==> src/rtl/core/first_fit_heap_allocator_top_macros.svh <==
// assertion macros for the first-fit heap allocator
// used by files that carry concurrent assertions
`ifndef FIRST_FIT_HEAP_ALLOCATOR_TOP_MACROS_SVH
`define FIRST_FIT_HEAP_ALLOCATOR_TOP_MACROS_SVH

// implication checked on every clock edge outside reset
`define FFHA_ASSERT_IMP(label, clk, rst_n, ante, cons) \
    label: assert property (@(posedge clk) disable iff (!rst_n) (ante) |-> (cons)) \
        else $error("assertion failed");

// implication checked in the cycle after the antecedent
`define FFHA_ASSERT_NEXT(label, clk, rst_n, ante, cons) \
    label: assert property (@(posedge clk) disable iff (!rst_n) (ante) |=> (cons)) \
        else $error("assertion failed");

`endif

==> src/rtl/core/ffha_pkg.sv <==
// package for the first-fit heap allocator
// types, constants and state codes shared by all modules
`timescale 1ns / 1ps

package ffha_pkg;

    localparam int MaxSegments = 64;
    localparam int HeaderBytes = 40;
    localparam int AddrBits    = 24;
    localparam int DataBits    = 24;
    localparam int CountBits   = 7;
    localparam logic [23:0] PoolReset = 24'd2097152;

    typedef enum logic [1:0] {
        ST_OK       = 2'd0,
        ST_NO_FIT   = 2'd1,
        ST_FULL     = 2'd2,
        ST_NOT_FND  = 2'd3
    } t_status;

    localparam logic CMD_ALLOC   = 1'b0;
    localparam logic CMD_RELEASE = 1'b1;

    typedef struct packed {
        logic        command;
        logic [23:0] request_size;
        logic [23:0] release_address;
    } t_in_item;

    typedef struct packed {
        logic [1:0]  status;
        logic [23:0] granted_address;
        logic [6:0]  busy_count;
    } t_out_item;

    typedef enum logic [3:0] {
        S_INIT,
        S_IDLE,
        S_SCAN,
        S_SHIFT_UP,
        S_SPLIT,
        S_REL_NEXT,
        S_MERGE_NEXT,
        S_REL_PREV,
        S_MERGE_PREV,
        S_SHIFT_DOWN,
        S_DONE
    } t_state;

    // control from sequencer to the table datapath
    typedef struct packed {
        logic rd_en;
        logic wr_en;
        logic wr_busy;
    } t_tbl_ctl;

endpackage

==> src/rtl/core/first_fit_heap_allocator_top.sv <==
// First-fit heap allocator with coalescing.
// Channels: input items (command, request_size, release_address) on i_in_valid /
// o_in_stall; result items (status, granted_address, busy_count) on o_out_valid /
// i_out_stall; pool_size written on i_cfg_valid / o_cfg_ready while idle.
// One item is worked at a time. An allocate scans the segment table entry by
// entry through the registered memory read, then shifts the entries above the
// hit up one slot, then writes the split.
// A release scans the same way, checks both neighbours and shifts the tail down
// over removed entries. The single registered table read port serves every read.
// Reset and every pool_size write set up one free segment.
// The result stays in an output register while the receiver stalls; no new
// item is taken until it has left.
// Depends on ffha_pkg, ffha_table and ffha_ctrl.
`timescale 1ns / 1ps

module first_fit_heap_allocator_top #(
    parameter int MAX_SEGMENTS = ffha_pkg::MaxSegments,
    parameter int HEADER_BYTES = ffha_pkg::HeaderBytes,
    parameter int ADDR_BITS    = ffha_pkg::AddrBits
) (
    input  logic                 i_clk,
    input  logic                 i_rst_n,
    input  logic                 i_cfg_valid,
    output logic                 o_cfg_ready,
    input  logic [23:0]          i_cfg_data,
    input  logic                 i_in_valid,
    output logic                 o_in_stall,
    input  ffha_pkg::t_in_item   i_in_item,
    output logic                 o_out_valid,
    input  logic                 i_out_stall,
    output ffha_pkg::t_out_item  o_out_item
);
    import ffha_pkg::*;

    localparam int IdxBits = $clog2(MAX_SEGMENTS);

    logic                 w_wr_en, w_wr_busy, w_rd_busy;
    logic [IdxBits-1:0]   w_wr_idx, w_rd_idx;
    logic [ADDR_BITS-1:0] w_wr_start, w_wr_len, w_rd_start, w_rd_len;

    ffha_ctrl #(
        .MAX_SEGMENTS (MAX_SEGMENTS),
        .HEADER_BYTES (HEADER_BYTES),
        .ADDR_BITS    (ADDR_BITS)
    ) u_ctrl (
        .i_clk, .i_rst_n, .i_cfg_valid, .o_cfg_ready, .i_cfg_data,
        .i_in_valid, .o_in_stall, .i_in_item, .o_out_valid, .i_out_stall, .o_out_item,
        .o_wr_en (w_wr_en), .o_wr_idx (w_wr_idx), .o_wr_start (w_wr_start),
        .o_wr_len (w_wr_len), .o_wr_busy (w_wr_busy), .o_rd_idx (w_rd_idx),
        .i_rd_start (w_rd_start), .i_rd_len (w_rd_len), .i_rd_busy (w_rd_busy)
    );

    ffha_table #(
        .MAX_SEGMENTS (MAX_SEGMENTS),
        .ADDR_BITS    (ADDR_BITS)
    ) u_table (
        .i_clk,
        .i_wr_en (w_wr_en), .i_wr_idx (w_wr_idx), .i_wr_start (w_wr_start),
        .i_wr_len (w_wr_len), .i_wr_busy (w_wr_busy), .i_rd_idx (w_rd_idx),
        .o_rd_start (w_rd_start), .o_rd_len (w_rd_len), .o_rd_busy (w_rd_busy)
    );

endmodule

==> src/rtl/core/ffha_table.sv <==
// segment table memory: start, length and busy per entry
// one write port and one registered read port, uses ffha_pkg
`timescale 1ns / 1ps

module ffha_table #(
    parameter int MAX_SEGMENTS = ffha_pkg::MaxSegments,
    parameter int ADDR_BITS    = ffha_pkg::AddrBits,
    parameter int IDX_BITS     = $clog2(MAX_SEGMENTS)
) (
    input  logic                  i_clk,
    input  logic                  i_wr_en,
    input  logic [IDX_BITS-1:0]   i_wr_idx,
    input  logic [ADDR_BITS-1:0]  i_wr_start,
    input  logic [ADDR_BITS-1:0]  i_wr_len,
    input  logic                  i_wr_busy,
    input  logic [IDX_BITS-1:0]   i_rd_idx,
    output logic [ADDR_BITS-1:0]  o_rd_start,
    output logic [ADDR_BITS-1:0]  o_rd_len,
    output logic                  o_rd_busy
);
    import ffha_pkg::*;

    logic [2*ADDR_BITS:0] r_mem [MAX_SEGMENTS];
    logic [2*ADDR_BITS:0] r_rd;

    always_ff @(posedge i_clk) begin
        if (i_wr_en) begin
            r_mem[i_wr_idx] <= {i_wr_busy, i_wr_start, i_wr_len};
        end
        r_rd <= r_mem[i_rd_idx];
    end

    assign o_rd_busy  = r_rd[2*ADDR_BITS];
    assign o_rd_start = r_rd[2*ADDR_BITS-1:ADDR_BITS];
    assign o_rd_len   = r_rd[ADDR_BITS-1:0];

endmodule

==> src/rtl/core/ffha_ctrl.sv <==
// sequencer of the allocator: scans, shifts and merges over the table
// drives ffha_table one entry per access, uses ffha_pkg and the macro header
`timescale 1ns / 1ps

`include "first_fit_heap_allocator_top_macros.svh"

module ffha_ctrl #(
    parameter int MAX_SEGMENTS = ffha_pkg::MaxSegments,
    parameter int HEADER_BYTES = ffha_pkg::HeaderBytes,
    parameter int ADDR_BITS    = ffha_pkg::AddrBits,
    parameter int IDX_BITS     = $clog2(MAX_SEGMENTS),
    parameter int CNT_BITS     = $clog2(MAX_SEGMENTS + 1)
) (
    input  logic                   i_clk,
    input  logic                   i_rst_n,
    input  logic                   i_cfg_valid,
    output logic                   o_cfg_ready,
    input  logic [23:0]            i_cfg_data,
    input  logic                   i_in_valid,
    output logic                   o_in_stall,
    input  ffha_pkg::t_in_item     i_in_item,
    output logic                   o_out_valid,
    input  logic                   i_out_stall,
    output ffha_pkg::t_out_item    o_out_item,
    output logic                   o_wr_en,
    output logic [IDX_BITS-1:0]    o_wr_idx,
    output logic [ADDR_BITS-1:0]   o_wr_start,
    output logic [ADDR_BITS-1:0]   o_wr_len,
    output logic                   o_wr_busy,
    output logic [IDX_BITS-1:0]    o_rd_idx,
    input  logic [ADDR_BITS-1:0]   i_rd_start,
    input  logic [ADDR_BITS-1:0]   i_rd_len,
    input  logic                   i_rd_busy
);
    import ffha_pkg::*;

    localparam logic [ADDR_BITS-1:0] Hdr = ADDR_BITS'(HEADER_BYTES);

    t_state r_state, n_state;
    t_state n_next_state;
    logic [23:0]          r_pool;
    logic [CNT_BITS-1:0]  r_seg_total, n_seg_total;
    logic [CNT_BITS-1:0]  r_busy_total, n_busy_total;
    logic [CNT_BITS-1:0]  r_idx, n_idx;      // entry being worked on
    logic [CNT_BITS-1:0]  r_hit, n_hit;      // found entry
    logic                 r_rd_wait, n_rd_wait;
    logic                 r_cmd, n_cmd;
    logic [ADDR_BITS-1:0] r_key, n_key;      // need or release address
    logic                 r_key_c, n_key_c;  // need overflows the address width
    logic [ADDR_BITS-1:0] r_req, n_req;
    logic [ADDR_BITS-1:0] r_s_start, n_s_start;  // saved entry fields
    logic [ADDR_BITS-1:0] r_s_len, n_s_len;
    logic                 r_out_valid, n_out_valid;
    t_out_item            r_out, n_out;

    // datapath adders and compares; w_sum is shared by both merge steps
    logic [ADDR_BITS-1:0] w_sum;
    logic [ADDR_BITS:0]   w_need_wide;
    logic [ADDR_BITS-1:0] w_pool_len;
    logic                 w_done_free;

    assign w_need_wide = {1'b0, ADDR_BITS'(i_in_item.request_size)} + (ADDR_BITS+1)'(HEADER_BYTES);
    assign w_pool_len  = (r_pool >= 24'(HEADER_BYTES)) ? ADDR_BITS'(r_pool - 24'(HEADER_BYTES))
                                                      : '0;
    assign w_sum       = r_s_len + i_rd_len + Hdr;
    assign w_done_free = !r_out_valid || !i_out_stall;

    always_ff @(posedge i_clk) begin
        if (!i_rst_n) begin
            r_pool <= PoolReset;
        end else if (i_cfg_valid && o_cfg_ready) begin
            r_pool <= i_cfg_data;
        end
    end

    // next state
    always_comb begin
        n_state = r_state;
        unique case (r_state)
            S_INIT:       n_state = S_IDLE;
            S_IDLE: begin
                if (i_cfg_valid)                       n_state = S_INIT;
                else if (i_in_valid && !r_out_valid)   n_state = S_SCAN;
            end
            S_SCAN, S_SHIFT_UP, S_SPLIT, S_REL_NEXT, S_MERGE_NEXT,
            S_REL_PREV, S_MERGE_PREV, S_SHIFT_DOWN: n_state = r_state;
            S_DONE:       if (w_done_free) n_state = S_IDLE;
            default:      n_state = S_IDLE;
        endcase
        // data-dependent transitions are set in the output block
    end

    // outputs and datapath
    always_comb begin
        t_state s_nx;
        s_nx         = n_state;
        n_seg_total  = r_seg_total;
        n_busy_total = r_busy_total;
        n_idx        = r_idx;
        n_hit        = r_hit;
        n_rd_wait    = 1'b0;
        n_cmd        = r_cmd;
        n_key        = r_key;
        n_key_c      = r_key_c;
        n_req        = r_req;
        n_s_start    = r_s_start;
        n_s_len      = r_s_len;
        n_out_valid  = r_out_valid && i_out_stall;
        n_out        = r_out;
        o_wr_en      = 1'b0;
        o_wr_idx     = r_idx[IDX_BITS-1:0];
        o_wr_start   = '0;
        o_wr_len     = '0;
        o_wr_busy    = 1'b0;
        o_rd_idx     = r_idx[IDX_BITS-1:0];
        o_in_stall   = 1'b1;
        o_cfg_ready  = 1'b0;
        unique case (r_state)
            S_INIT: begin
                o_wr_en      = 1'b1;
                o_wr_idx     = '0;
                o_wr_len     = w_pool_len;
                n_seg_total  = CNT_BITS'(1);
                n_busy_total = '0;
            end
            S_IDLE: begin
                o_cfg_ready = 1'b1;
                // the result register must be empty before a new item comes in
                o_in_stall  = i_cfg_valid || r_out_valid;
                n_idx       = '0;
                n_rd_wait   = 1'b1;
                n_cmd       = i_in_item.command;
                n_req       = ADDR_BITS'(i_in_item.request_size);
                n_key       = (i_in_item.command == CMD_ALLOC) ?
                              ADDR_BITS'(w_need_wide) : ADDR_BITS'(i_in_item.release_address);
                n_key_c     = (i_in_item.command == CMD_ALLOC) && w_need_wide[ADDR_BITS];
                o_rd_idx    = '0;
            end
            S_SCAN: begin
                o_rd_idx  = r_idx[IDX_BITS-1:0];
                n_rd_wait = 1'b0;
                if (r_idx >= r_seg_total) begin
                    n_out.status          = (r_cmd == CMD_ALLOC) ? ST_NO_FIT : ST_NOT_FND;
                    n_out.granted_address = '0;
                    n_out.busy_count      = 7'(r_busy_total);
                    s_nx = S_DONE;
                end else if (r_rd_wait) begin
                    s_nx = S_SCAN;
                end else if (r_cmd == CMD_ALLOC && !i_rd_busy && i_rd_len >= r_key &&
                             !r_key_c) begin
                    n_hit     = r_idx;
                    n_s_start = i_rd_start;
                    n_s_len   = i_rd_len;
                    if (r_seg_total >= CNT_BITS'(MAX_SEGMENTS)) begin
                        n_out.status          = ST_FULL;
                        n_out.granted_address = '0;
                        n_out.busy_count      = 7'(r_busy_total);
                        s_nx = S_DONE;
                    end else begin
                        n_idx     = r_seg_total - CNT_BITS'(1);
                        o_rd_idx  = n_idx[IDX_BITS-1:0];
                        n_rd_wait = 1'b1;
                        s_nx = S_SHIFT_UP;
                    end
                end else if (r_cmd == CMD_RELEASE && i_rd_busy && (i_rd_start + Hdr) == r_key) begin
                    n_hit     = r_idx;
                    n_s_start = i_rd_start;
                    n_s_len   = i_rd_len;
                    n_busy_total = r_busy_total - CNT_BITS'(1);
                    n_idx     = r_idx + CNT_BITS'(1);
                    o_rd_idx  = n_idx[IDX_BITS-1:0];
                    n_rd_wait = 1'b1;
                    s_nx = S_REL_NEXT;
                end else begin
                    n_idx     = r_idx + CNT_BITS'(1);
                    o_rd_idx  = n_idx[IDX_BITS-1:0];
                    n_rd_wait = 1'b1;
                    s_nx = S_SCAN;
                end
            end
            S_SHIFT_UP: begin
                // move entries above the hit up by one, top first
                if (r_idx <= r_hit) begin
                    s_nx = S_SPLIT;
                end else if (r_rd_wait) begin
                    o_rd_idx = r_idx[IDX_BITS-1:0];
                    s_nx = S_SHIFT_UP;
                end else begin
                    o_wr_en    = 1'b1;
                    o_wr_idx   = IDX_BITS'(r_idx + CNT_BITS'(1));
                    o_wr_start = i_rd_start;
                    o_wr_len   = i_rd_len;
                    o_wr_busy  = i_rd_busy;
                    n_idx      = r_idx - CNT_BITS'(1);
                    o_rd_idx   = n_idx[IDX_BITS-1:0];
                    n_rd_wait  = 1'b1;
                    s_nx = S_SHIFT_UP;
                end
            end
            S_SPLIT: begin
                if (!r_rd_wait) begin
                    // first write the free remainder
                    o_wr_en    = 1'b1;
                    o_wr_idx   = IDX_BITS'(r_hit + CNT_BITS'(1));
                    o_wr_start = r_s_start + r_key;
                    o_wr_len   = r_s_len - r_key;
                    n_rd_wait  = 1'b1;
                    s_nx = S_SPLIT;
                end else begin
                    o_wr_en    = 1'b1;
                    o_wr_idx   = r_hit[IDX_BITS-1:0];
                    o_wr_start = r_s_start;
                    o_wr_len   = r_req;
                    o_wr_busy  = 1'b1;
                    n_seg_total  = r_seg_total + CNT_BITS'(1);
                    n_busy_total = r_busy_total + CNT_BITS'(1);
                    n_out.status          = ST_OK;
                    n_out.granted_address = 24'(r_s_start + Hdr);
                    n_out.busy_count      = 7'(r_busy_total + CNT_BITS'(1));
                    s_nx = S_DONE;
                end
            end
            S_REL_NEXT: begin
                if (r_rd_wait) begin
                    o_rd_idx = r_idx[IDX_BITS-1:0];
                    s_nx = S_REL_NEXT;
                end else if (r_idx < r_seg_total && !i_rd_busy) begin
                    n_s_len = w_sum;
                    s_nx = S_MERGE_NEXT;
                end else begin
                    o_wr_en    = 1'b1;
                    o_wr_idx   = r_hit[IDX_BITS-1:0];
                    o_wr_start = r_s_start;
                    o_wr_len   = r_s_len;
                    s_nx = S_MERGE_NEXT;
                    n_idx = r_seg_total;  // marks no removal
                end
            end
            S_MERGE_NEXT: begin
                o_wr_en    = 1'b1;
                o_wr_idx   = r_hit[IDX_BITS-1:0];
                o_wr_start = r_s_start;
                o_wr_len   = r_s_len;
                if (r_idx < r_seg_total) begin
                    // remove entry hit+1
                    n_idx = r_idx;
                end
                s_nx = S_REL_PREV;
                n_rd_wait = 1'b1;
                o_rd_idx  = IDX_BITS'(r_hit - CNT_BITS'(1));
            end
            S_REL_PREV: begin
                // r_idx holds removal index or seg_total for none
                o_rd_idx = IDX_BITS'(r_hit - CNT_BITS'(1));
                if (r_rd_wait) begin
                    s_nx = S_REL_PREV;
                end else if (r_hit != '0 && !i_rd_busy) begin
                    o_wr_en    = 1'b1;
                    o_wr_idx   = IDX_BITS'(r_hit - CNT_BITS'(1));
                    o_wr_start = i_rd_start;
                    o_wr_len   = w_sum;
                    s_nx = S_MERGE_PREV;
                end else begin
                    s_nx = S_MERGE_PREV;
                    n_hit = r_seg_total;  // marks no second removal
                end
            end
            S_MERGE_PREV: begin
                // count removals: first at r_idx, then at r_hit
                if (r_idx < r_seg_total) begin
                    n_seg_total = r_seg_total - CNT_BITS'(1);
                    if (r_hit < r_seg_total) begin
                        // hit < idx, one pass moves entries from hit+2 down over both slots
                        n_idx = r_hit;
                        n_seg_total = r_seg_total - CNT_BITS'(2);
                        n_s_len = ADDR_BITS'(2);
                    end else begin
                        n_s_len = ADDR_BITS'(1);
                    end
                end else if (r_hit < r_seg_total) begin
                    n_idx = r_hit;
                    n_seg_total = r_seg_total - CNT_BITS'(1);
                    n_s_len = ADDR_BITS'(1);
                end else begin
                    n_s_len = '0;
                end
                n_rd_wait = 1'b1;
                o_rd_idx  = IDX_BITS'(n_idx + CNT_BITS'(n_s_len[1:0]));
                s_nx = (n_s_len == '0) ? S_DONE : S_SHIFT_DOWN;
                n_out.status          = ST_OK;
                n_out.granted_address = '0;
                n_out.busy_count      = 7'(r_busy_total);
            end
            S_SHIFT_DOWN: begin
                // copy entry idx+gap to idx until the new end
                o_rd_idx = IDX_BITS'(r_idx + CNT_BITS'(r_s_len[1:0]));
                if (r_idx >= r_seg_total) begin
                    s_nx = S_DONE;
                end else if (r_rd_wait) begin
                    s_nx = S_SHIFT_DOWN;
                end else begin
                    o_wr_en    = 1'b1;
                    o_wr_idx   = r_idx[IDX_BITS-1:0];
                    o_wr_start = i_rd_start;
                    o_wr_len   = i_rd_len;
                    o_wr_busy  = i_rd_busy;
                    n_idx      = r_idx + CNT_BITS'(1);
                    o_rd_idx   = IDX_BITS'(n_idx + CNT_BITS'(r_s_len[1:0]));
                    n_rd_wait  = 1'b1;
                    s_nx = S_SHIFT_DOWN;
                end
            end
            S_DONE: begin
                if (w_done_free) begin
                    n_out_valid = 1'b1;
                end
            end
            default: ;
        endcase
        n_next_state = s_nx;
    end

    always_ff @(posedge i_clk) begin
        if (!i_rst_n) begin
            r_state      <= S_INIT;
            r_seg_total  <= CNT_BITS'(1);
            r_busy_total <= '0;
            r_out_valid  <= 1'b0;
            r_rd_wait    <= 1'b0;
        end else begin
            r_state      <= n_next_state;
            r_seg_total  <= n_seg_total;
            r_busy_total <= n_busy_total;
            r_out_valid  <= n_out_valid;
            r_rd_wait    <= n_rd_wait;
        end
        r_idx     <= n_idx;
        r_hit     <= n_hit;
        r_cmd     <= n_cmd;
        r_key     <= n_key;
        r_key_c   <= n_key_c;
        r_req     <= n_req;
        r_s_start <= n_s_start;
        r_s_len   <= n_s_len;
        r_out     <= n_out;
    end

    assign o_out_valid = r_out_valid;
    assign o_out_item  = r_out;

    `FFHA_ASSERT_IMP(a_total_bound, i_clk, i_rst_n, 1'b1,
        r_seg_total <= CNT_BITS'(MAX_SEGMENTS) && r_seg_total != '0)
    `FFHA_ASSERT_IMP(a_busy_lt_total, i_clk, i_rst_n, 1'b1, r_busy_total < r_seg_total)
    `FFHA_ASSERT_NEXT(a_out_hold, i_clk, i_rst_n, r_out_valid && i_out_stall,
        r_out_valid && $stable(r_out))
    `FFHA_ASSERT_IMP(a_idle_only_accept, i_clk, i_rst_n, !o_in_stall, r_state == S_IDLE)

endmodule
==> config.mk <==
export PLATFORM = sky130hd
export DESIGN_NAME = first_fit_heap_allocator_top
export DESIGN_NICKNAME = d
export VERILOG_FILES = /design/src/rtl/core/ffha_pkg.sv /design/src/rtl/core/first_fit_heap_allocator_top.sv /design/src/rtl/core/ffha_table.sv /design/src/rtl/core/ffha_ctrl.sv
export VERILOG_INCLUDE_DIRS = /design/src /design/src/rtl/core
export SDC_FILE = /design/constraint.sdc
export NUM_CORES = 2
export LEC_CHECK = 0
export BUFFER_PORTS_ARGS = -buffer_cell sky130_fd_sc_hd__buf_2
export CORE_MARGIN = 10
export CORE_UTILIZATION = 45
export CTS_BUF_LIST = sky130_fd_sc_hd__clkbuf_4
export CTS_CLUSTER_SIZE = 24
export DETAILED_ROUTE_END_ITERATION = 8
export PLACE_DENSITY_LB_ADDON = 0.25
export SYNTH_ARGS = -nofsm -noshare
export SYNTH_HDL_FRONTEND = slang
export SYNTH_HIERARCHICAL = 1
export SYNTH_SLANG_ARGS = --single-unit
==> constraint.sdc <==
create_clock -name i_clk -period 8.2 [get_ports i_clk]
set_clock_uncertainty 0.1 [all_clocks]
set_input_delay 0.41 -clock i_clk [delete_from_list [all_inputs] [get_ports i_clk]]
set_output_delay 0.41 -clock i_clk [all_outputs]
set_load 0.005 [all_outputs]
# Yosys cells after proc, flatten, opt, wreduce, memory -nomap -nowiden
# Memory sizes are Yosys's and may differ from the RTL's. A register that Yosys moved wholly into a read port is not among the register bits.
# Index checks and enable logic that the tools add are counted.
dict set report classes {
  n_addsub 20
  magnitude_cmp 7
  n_eq_ne 34
  n_mux 128
  bitwise_logic 4
  reduce_logical 39
}
# operator count
set op_table {}
lappend op_table {{$mux 24} 28}
lappend op_table {{$mux 7} 27}
lappend op_table {{$pmux 24 s7} 1}
lappend op_table {{$mux 33} 5}
lappend op_table {{$pmux 24 s6} 1}
lappend op_table {{$pmux 33 s3} 1}
lappend op_table {{$mux 6} 15}
lappend op_table {{$add 24x6->24 const B} 3}
lappend op_table {{$pmux 24 s3} 1}
lappend op_table {{$pmux 6 s6} 2}
lappend op_table {{$add 24x24->24} 2}
lappend op_table {{$pmux 7 s3} 2}
lappend op_table {{$pmux 7 s6} 1}
lappend op_table {{$mux 4} 9}
lappend op_table {{$pmux 4 s8} 1}
lappend op_table {{$add 24x6->25 const B} 1}
lappend op_table {{$eq 24x24->1} 1}
lappend op_table {{$ge 24x24->1} 1}
lappend op_table {{$ge 24x6->1 const B} 1}
lappend op_table {{$logic_not 24->1} 1}
lappend op_table {{$sub 24x24->24} 1}
lappend op_table {{$sub 24x6->24 const B} 1}
lappend op_table {{$mux 1} 22}
lappend op_table {{$ne 2x2->1 const B} 11}
lappend op_table {{other kinds (43)} 93}
dict set report totals {
  register_bits 189
  ramBits 3136
  input_bits 78
  word_cells 250
  memories 1
}
# memory words word_bits rd rd_ports_with_merged_regs wr line_no
set mem_list {}
lappend mem_list {u_table.r_mem 64 49 1 1 1 ffha_table.sv:23} ;# logic [2*ADDR_BITS:0] r_mem [MAX_SEGMENTS];

# Longest topological paths before layout
dict set report depth {
  word_depth 8
  mapped_depth 27
  mapped_depth_nobuf 23
}

# Cells and area by module
# The synthesis kept the hierarchy.
# module instances cells_each area_each_um2
set by_module_without_submodules {}
lappend by_module_without_submodules {ffha_table 1 5311 120306.6}
lappend by_module_without_submodules {ffha_ctrl 1 2080 17392.9}

# Worst setup path before layout
# No wires, ideal clock.
dict set report synth_path {
  path_type {reg-to-reg}
  startpoint {register u_ctrl.r_state[1]}
  endpoint {register u_ctrl.r_pool[21]}
  t_arrival_ps 7631
  setup_slack_ps 334
  path_stages_with_launch 8
  path_buffers 3
  synth_period_minus_slack_ps 7866
  path_cell_list {dfxtp_1 -> clkbuf_1 -> clkbuf_1 -> nor4b_1 -> nand2_1 -> clkbuf_1 -> nand2_1 -> nand3_1}
}
dict set report synth_between {
  elab_chain_cells 3
}
# element line_no
set synth_rtl {}
lappend synth_rtl {{from (decl)} ffha_ctrl.sv:39} ;# t_state r_state, n_state;
lappend synth_rtl {{from (signal assigned)} ffha_ctrl.sv:331} ;# r_state <= n_next_state;
lappend synth_rtl {{$eq 4x1->1} ffha_ctrl.sv:118} ;# unique case (r_state)
lappend synth_rtl {{$mux 1} ffha_ctrl.sv:118}
lappend synth_rtl {{named net o_cfg_ready} first_fit_heap_allocator_top.sv:24} ;# output logic o_cfg_ready,
lappend synth_rtl {{$logic_and 1x1->1} ffha_ctrl.sv:71} ;# end else if (i_cfg_valid && o_cfg_ready) begin
lappend synth_rtl {{to (signal assigned)} ffha_ctrl.sv:70} ;# r_pool <= PoolReset;
lappend synth_rtl {{to (signal assigned)} ffha_ctrl.sv:72} ;# r_pool <= i_cfg_data;
lappend synth_rtl {{to (decl)} ffha_ctrl.sv:41} ;# logic [23:0] r_pool;
# The timed path passes the listed nets, and every way through them passes these cells.
# A chain may end at the register's enable or synchronous reset.

# Final worst setup path
dict set report layout_path {
  startpoint {register u_ctrl.r_state[3]}
  endpoint {memory u_table/r_mem[9][0] (netlist bit) (enable)}
}
dict set report layout_between {
  word_cells_on_any_way 12
  classes_between {eq/ne: 6; mux: 4; reduce/logical: 2}
}
# element line_no
set layout_lines {}
lappend layout_lines {{$eq 4x3->1 (tied with other cells)} ffha_ctrl.sv:118}
lappend layout_lines {{$pmux 6 s6 (*)} ffha_ctrl.sv:118}
lappend layout_lines {{named net w_wr_idx[2]} first_fit_heap_allocator_top.sv:38} ;# logic [IdxBits-1:0] w_wr_idx, w_rd_idx;
lappend layout_lines {{to (decl)} ffha_table.sv:23}
# The timed path passes the listed nets; every way through them passes the cells marked *.

==> out/results.tsv <==
stage	metric	value	unit
outcome	status	finished, final reports clean	
final_layout	Fillers	24430	
global_routing	GR Overflow Total	0	
sta	clock period minus worst slack	6.667	ns
global_routing	GRT Total Usage	25.85	%
placement	gpl congestion	0.8997	
sta	setup TNS	0	ns
sta	final setup vio count	0	
pwr	Pwr Density	388.7	nW/um^2
placement	Post-Place Cells	11540	
detailed_routing	Starting DRT DRC Count	11840	
sta	Hold Vio Cnt, Final	0	
synthesis	Synth Net Count	7636	
detailed_routing	drt wl/cell	32.95	um
clock_network	worst skew pair latency	1.63	ns
worst_setup_path	top fanout value on the critical path	27	
worst_setup_path	reg2reg setup slack	1.53	ns
global_routing	grt met3 use	6.197	%
clock_network	CTS Hold Bufs	266	
synthesis	Synth Instances	7391	
global_routing	largest net degree at the start of global routing	105	
pwr	total power	61.84	mW
synthesis	cell area after synthesis	137700	um^2
sta	RSZ-0062 raised after global routing	no	
floorplan	die area	328500	um^2
synthesis	number of flops mapped to enable cells by yosys	3281	
sta	fmax	150.0	MHz
clock_network	CTS Buf Count	826	
synthesis	synth warn	6	
synthesis	ys async rst share	0	%
synthesis	ys flop type	edfxtp_1	
worst_setup_path	startpoint types	flip-flop	
clock_network	CTS tree	yes	
global_routing	routing usage on met1	34.65	%
final_layout	nets	8783	
detailed_routing	Detailed Routing Iterations Pass 1	8	
floorplan	core area	305300	um^2
synthesis	flops & latches, synth	3374	
floorplan	Starting Density	45.10	%
final_layout	area grow syn2layout	15.52	%
worst_setup_path	Crit. End Element	flip-flop	
placement	HPWL after detailed placement	257100	um
placement	pre-CTS WS	1.604	ns
detailed_routing	Routed WL	438200	um
synthesis	Seq/Total Area, Yosys	72.90	%
clock_network	clock tree sinks	3374	
sta	final period utilization	81.30	%
clock_network	setup bufs post-CTS	0	
clock_network	CTS H-Tree Depth	6	
worst_setup_path	crit path DAT	7.72	ns
final_layout	commonest non-fill, non-tap cells in the layout	edfxtp_1, clkbuf_4, mux4_2	
floorplan	width of the die	573.2	um
clock_network	CTS root buf	clkbuf_4	
floorplan	num rows	203	
synthesis	mean post-synth cell area	18.63	um^2
worst_hold_path	Worst Hold Class	in2reg	
detailed_routing	DRC violations left	0	
final_layout	Non-Filler Instances	13300	
flow_run	Max Cap Viol	0	
clock_network	post_cts resized	0	
detailed_routing	post-route ant nets	0	
pwr	Peak VDD IR	476.3	uV
synthesis	Netlist cell types	88	
clock_network	largest buffer count on any clock path	4	
detailed_routing	vias per cell	6.229	
sta	normalized max-slew margin	9.303	%
global_routing	met2 Use GR	41.32	%
global_routing	first-pass GRT wire length	615300	um
global_routing	initial antenna violation count	22	
detailed_routing	Vias	82850	
final_layout	commonest non-fill, non-tap cell in the layout	edfxtp_1	
sta	Max Slew Vio Count	0	
floorplan	die span in y	573.2	um
global_routing	GRT busiest layer	met2	
clock_network	Clock transition at path regs	0.09	ns
worst_setup_path	CP required	9.26	ns
floorplan	I/O Pins	114	
pwr	Leak Pwr	50.54	nW
placement	number of buffers added on ports	113	
sta	Setup WS post-layout	1.533	ns
global_routing	vias in the first global route	81760	
worst_setup_path	kind of critical path	reg2reg	
sta	Worst Tran Pin Value	1.360	ns
final_layout	layout cells sized above 1	28.96	%
==> stage by stage <==
step | instance area (um^2) | util, % | hold WS [ns]
2_1_floorplan | 137700 | - | 0.3029
3_3_place_gp | 145600 | 47.68 | 0.3662
3_5_place_dp | 145600 | 47.68 | 0.3712
4_1_cts | 159000 | 52.09 | 0.01043
5_1_grt | 159100 | 52.10 | 0.1019
6_report | 159100 | 52.10 | 0.1634
==> logic make-up (layout without fill, tap and decap cells) <==
group	Yosys count	in the layout	share of synthesized area, %
adders and majority gates	167	167	1.550
AOI/OAI and AO/OA	1053	1053	5.342
muxes	908	908	13.03
xor gates and xnor gates	167	167	1.062
DFF	3374	3374	72.90
buffers and inverters	519	2316	1.855
and+or+nand+nor	1203	1203	4.258
other	0	12	0
==> layout make-up <==
| cell class | count | area [um^2] | area share, % |
|---|---|---|---|
| tap | 4100 | 5130 | 3.225 |
| sequential | 3374 | 100400 | 63.11 |
| timing repair buffer | 735 | 6589 | 4.142 |
| multi-input combinational | 3498 | 35750 | 22.47 |
| antenna | 12 | 30.03 | 0.01888 |
| inverter | 103 | 386.6 | 0.2431 |
| clock inverter | 245 | 1539 | 0.9675 |
| clock buffer | 1233 | 9256 | 5.819 |
==> worst max-delay path, cell delays in order, from the launching register on <==
cell,delay [ns]
dfxtp_1,0.94
nand2b_1,0.40
nor2_1,0.26
nand2_1,0.64
o22ai_1,0.16
o31ai_1,0.72
nand3_1,0.64
nor2_1,0.30
nand3_1,0.51
nor2_4,0.89
buf_4,0.58
==> sequential cells by signal (all words and copies together), names as in the netlist <==
signal and flops:
u_ctrl/r_s_start 24, u_ctrl/r_pool 24, u_ctrl/r_state 4, u_ctrl/o_out_valid 1, u_ctrl/r_busy_total 7, u_ctrl/r_s_len 24, u_ctrl/o_out_item 33, u_ctrl/r_key 24
u_ctrl/r_key_c 1, u_table/r_rd 49, u_table/r_mem 3136, u_ctrl/r_rd_wait 1, u_ctrl/r_seg_total 7, u_ctrl/r_idx 7, u_ctrl/r_hit 7, u_ctrl/r_req 24
u_ctrl/r_cmd 1
==> metal layers <==
layer | up-vias | part of all wire, %
li1 | 33490 | -
met1 | 43000 | 37
met2 | 5483 | 48
met3 | 874 | 11
met4 | 8 | 3.9
met5 | - | 0.015
==> power breakdown <==
part	switching [mW]	leakage (nW)	internal (mW)	total (mW)
logic	15.7	14.8	9.49	25.2
registers	0.990	29.3	21.6	22.6
clock network	6.90	6.41	7.17	14.1
total	23.6	50.5	38.2	61.8
==> worst paths after layout <==
check	startpoint	endpoint	depth (start not counted)
worst max register to register	u_ctrl/r_state[3]	u_table/r_mem[9][0]	10
worst min register to register	u_ctrl/r_busy_total[1]	u_ctrl/r_busy_total[1]	2
worst min-delay path	i_in_item[40]	u_ctrl/r_req[16]	3
worst max-delay path	u_ctrl/r_state[3]	u_table/r_mem[9][0]	10
==> synth_stat cells, types with 18 or more instances <==
cell | count | area, um^2
nand2_1 | 376 | 1411
dfxtp_1 | 93 | 1862
or3_1 | 21 | 131.4
xor2_1 | 66 | 578.1
a31oi_1 | 23 | 143.9
o22ai_1 | 96 | 600.6
nor2b_1 | 64 | 400.4
a222oi_1 | 20 | 200.2
a21o_1 | 32 | 240.2
buf_1 | 22 | 82.58
o221ai_1 | 89 | 779.5
o211ai_1 | 29 | 217.7
o21ai_1 | 31 | 155.2
a21oi_1 | 149 | 745.7
ha_1 | 161 | 2014
buf_4 | 52 | 390.4
mux4_2 | 707 | 15920
mux2i_1 | 195 | 1952
o21ai_0 | 160 | 800.8
clkbuf_1 | 199 | 747.0
and2_1 | 29 | 181.4
a221oi_1 | 28 | 245.2
buf_6 | 34 | 382.9
a221o_1 | 19 | 190.2
edfxtp_1 | 3281 | 98520
inv_1 | 101 | 379.1
a211oi_1 | 71 | 533.0
nand4_1 | 105 | 656.9
and3_1 | 61 | 381.6
nand2b_1 | 33 | 206.5
a22oi_1 | 148 | 1111
nand3_1 | 147 | 735.7
nor2_1 | 237 | 889.6
nor4_1 | 18 | 112.6
nor3_1 | 49 | 245.2
xnor2_1 | 101 | 884.6
buf_2 | 107 | 535.5
Note: power is estimated with default switching activity, not from simulation.
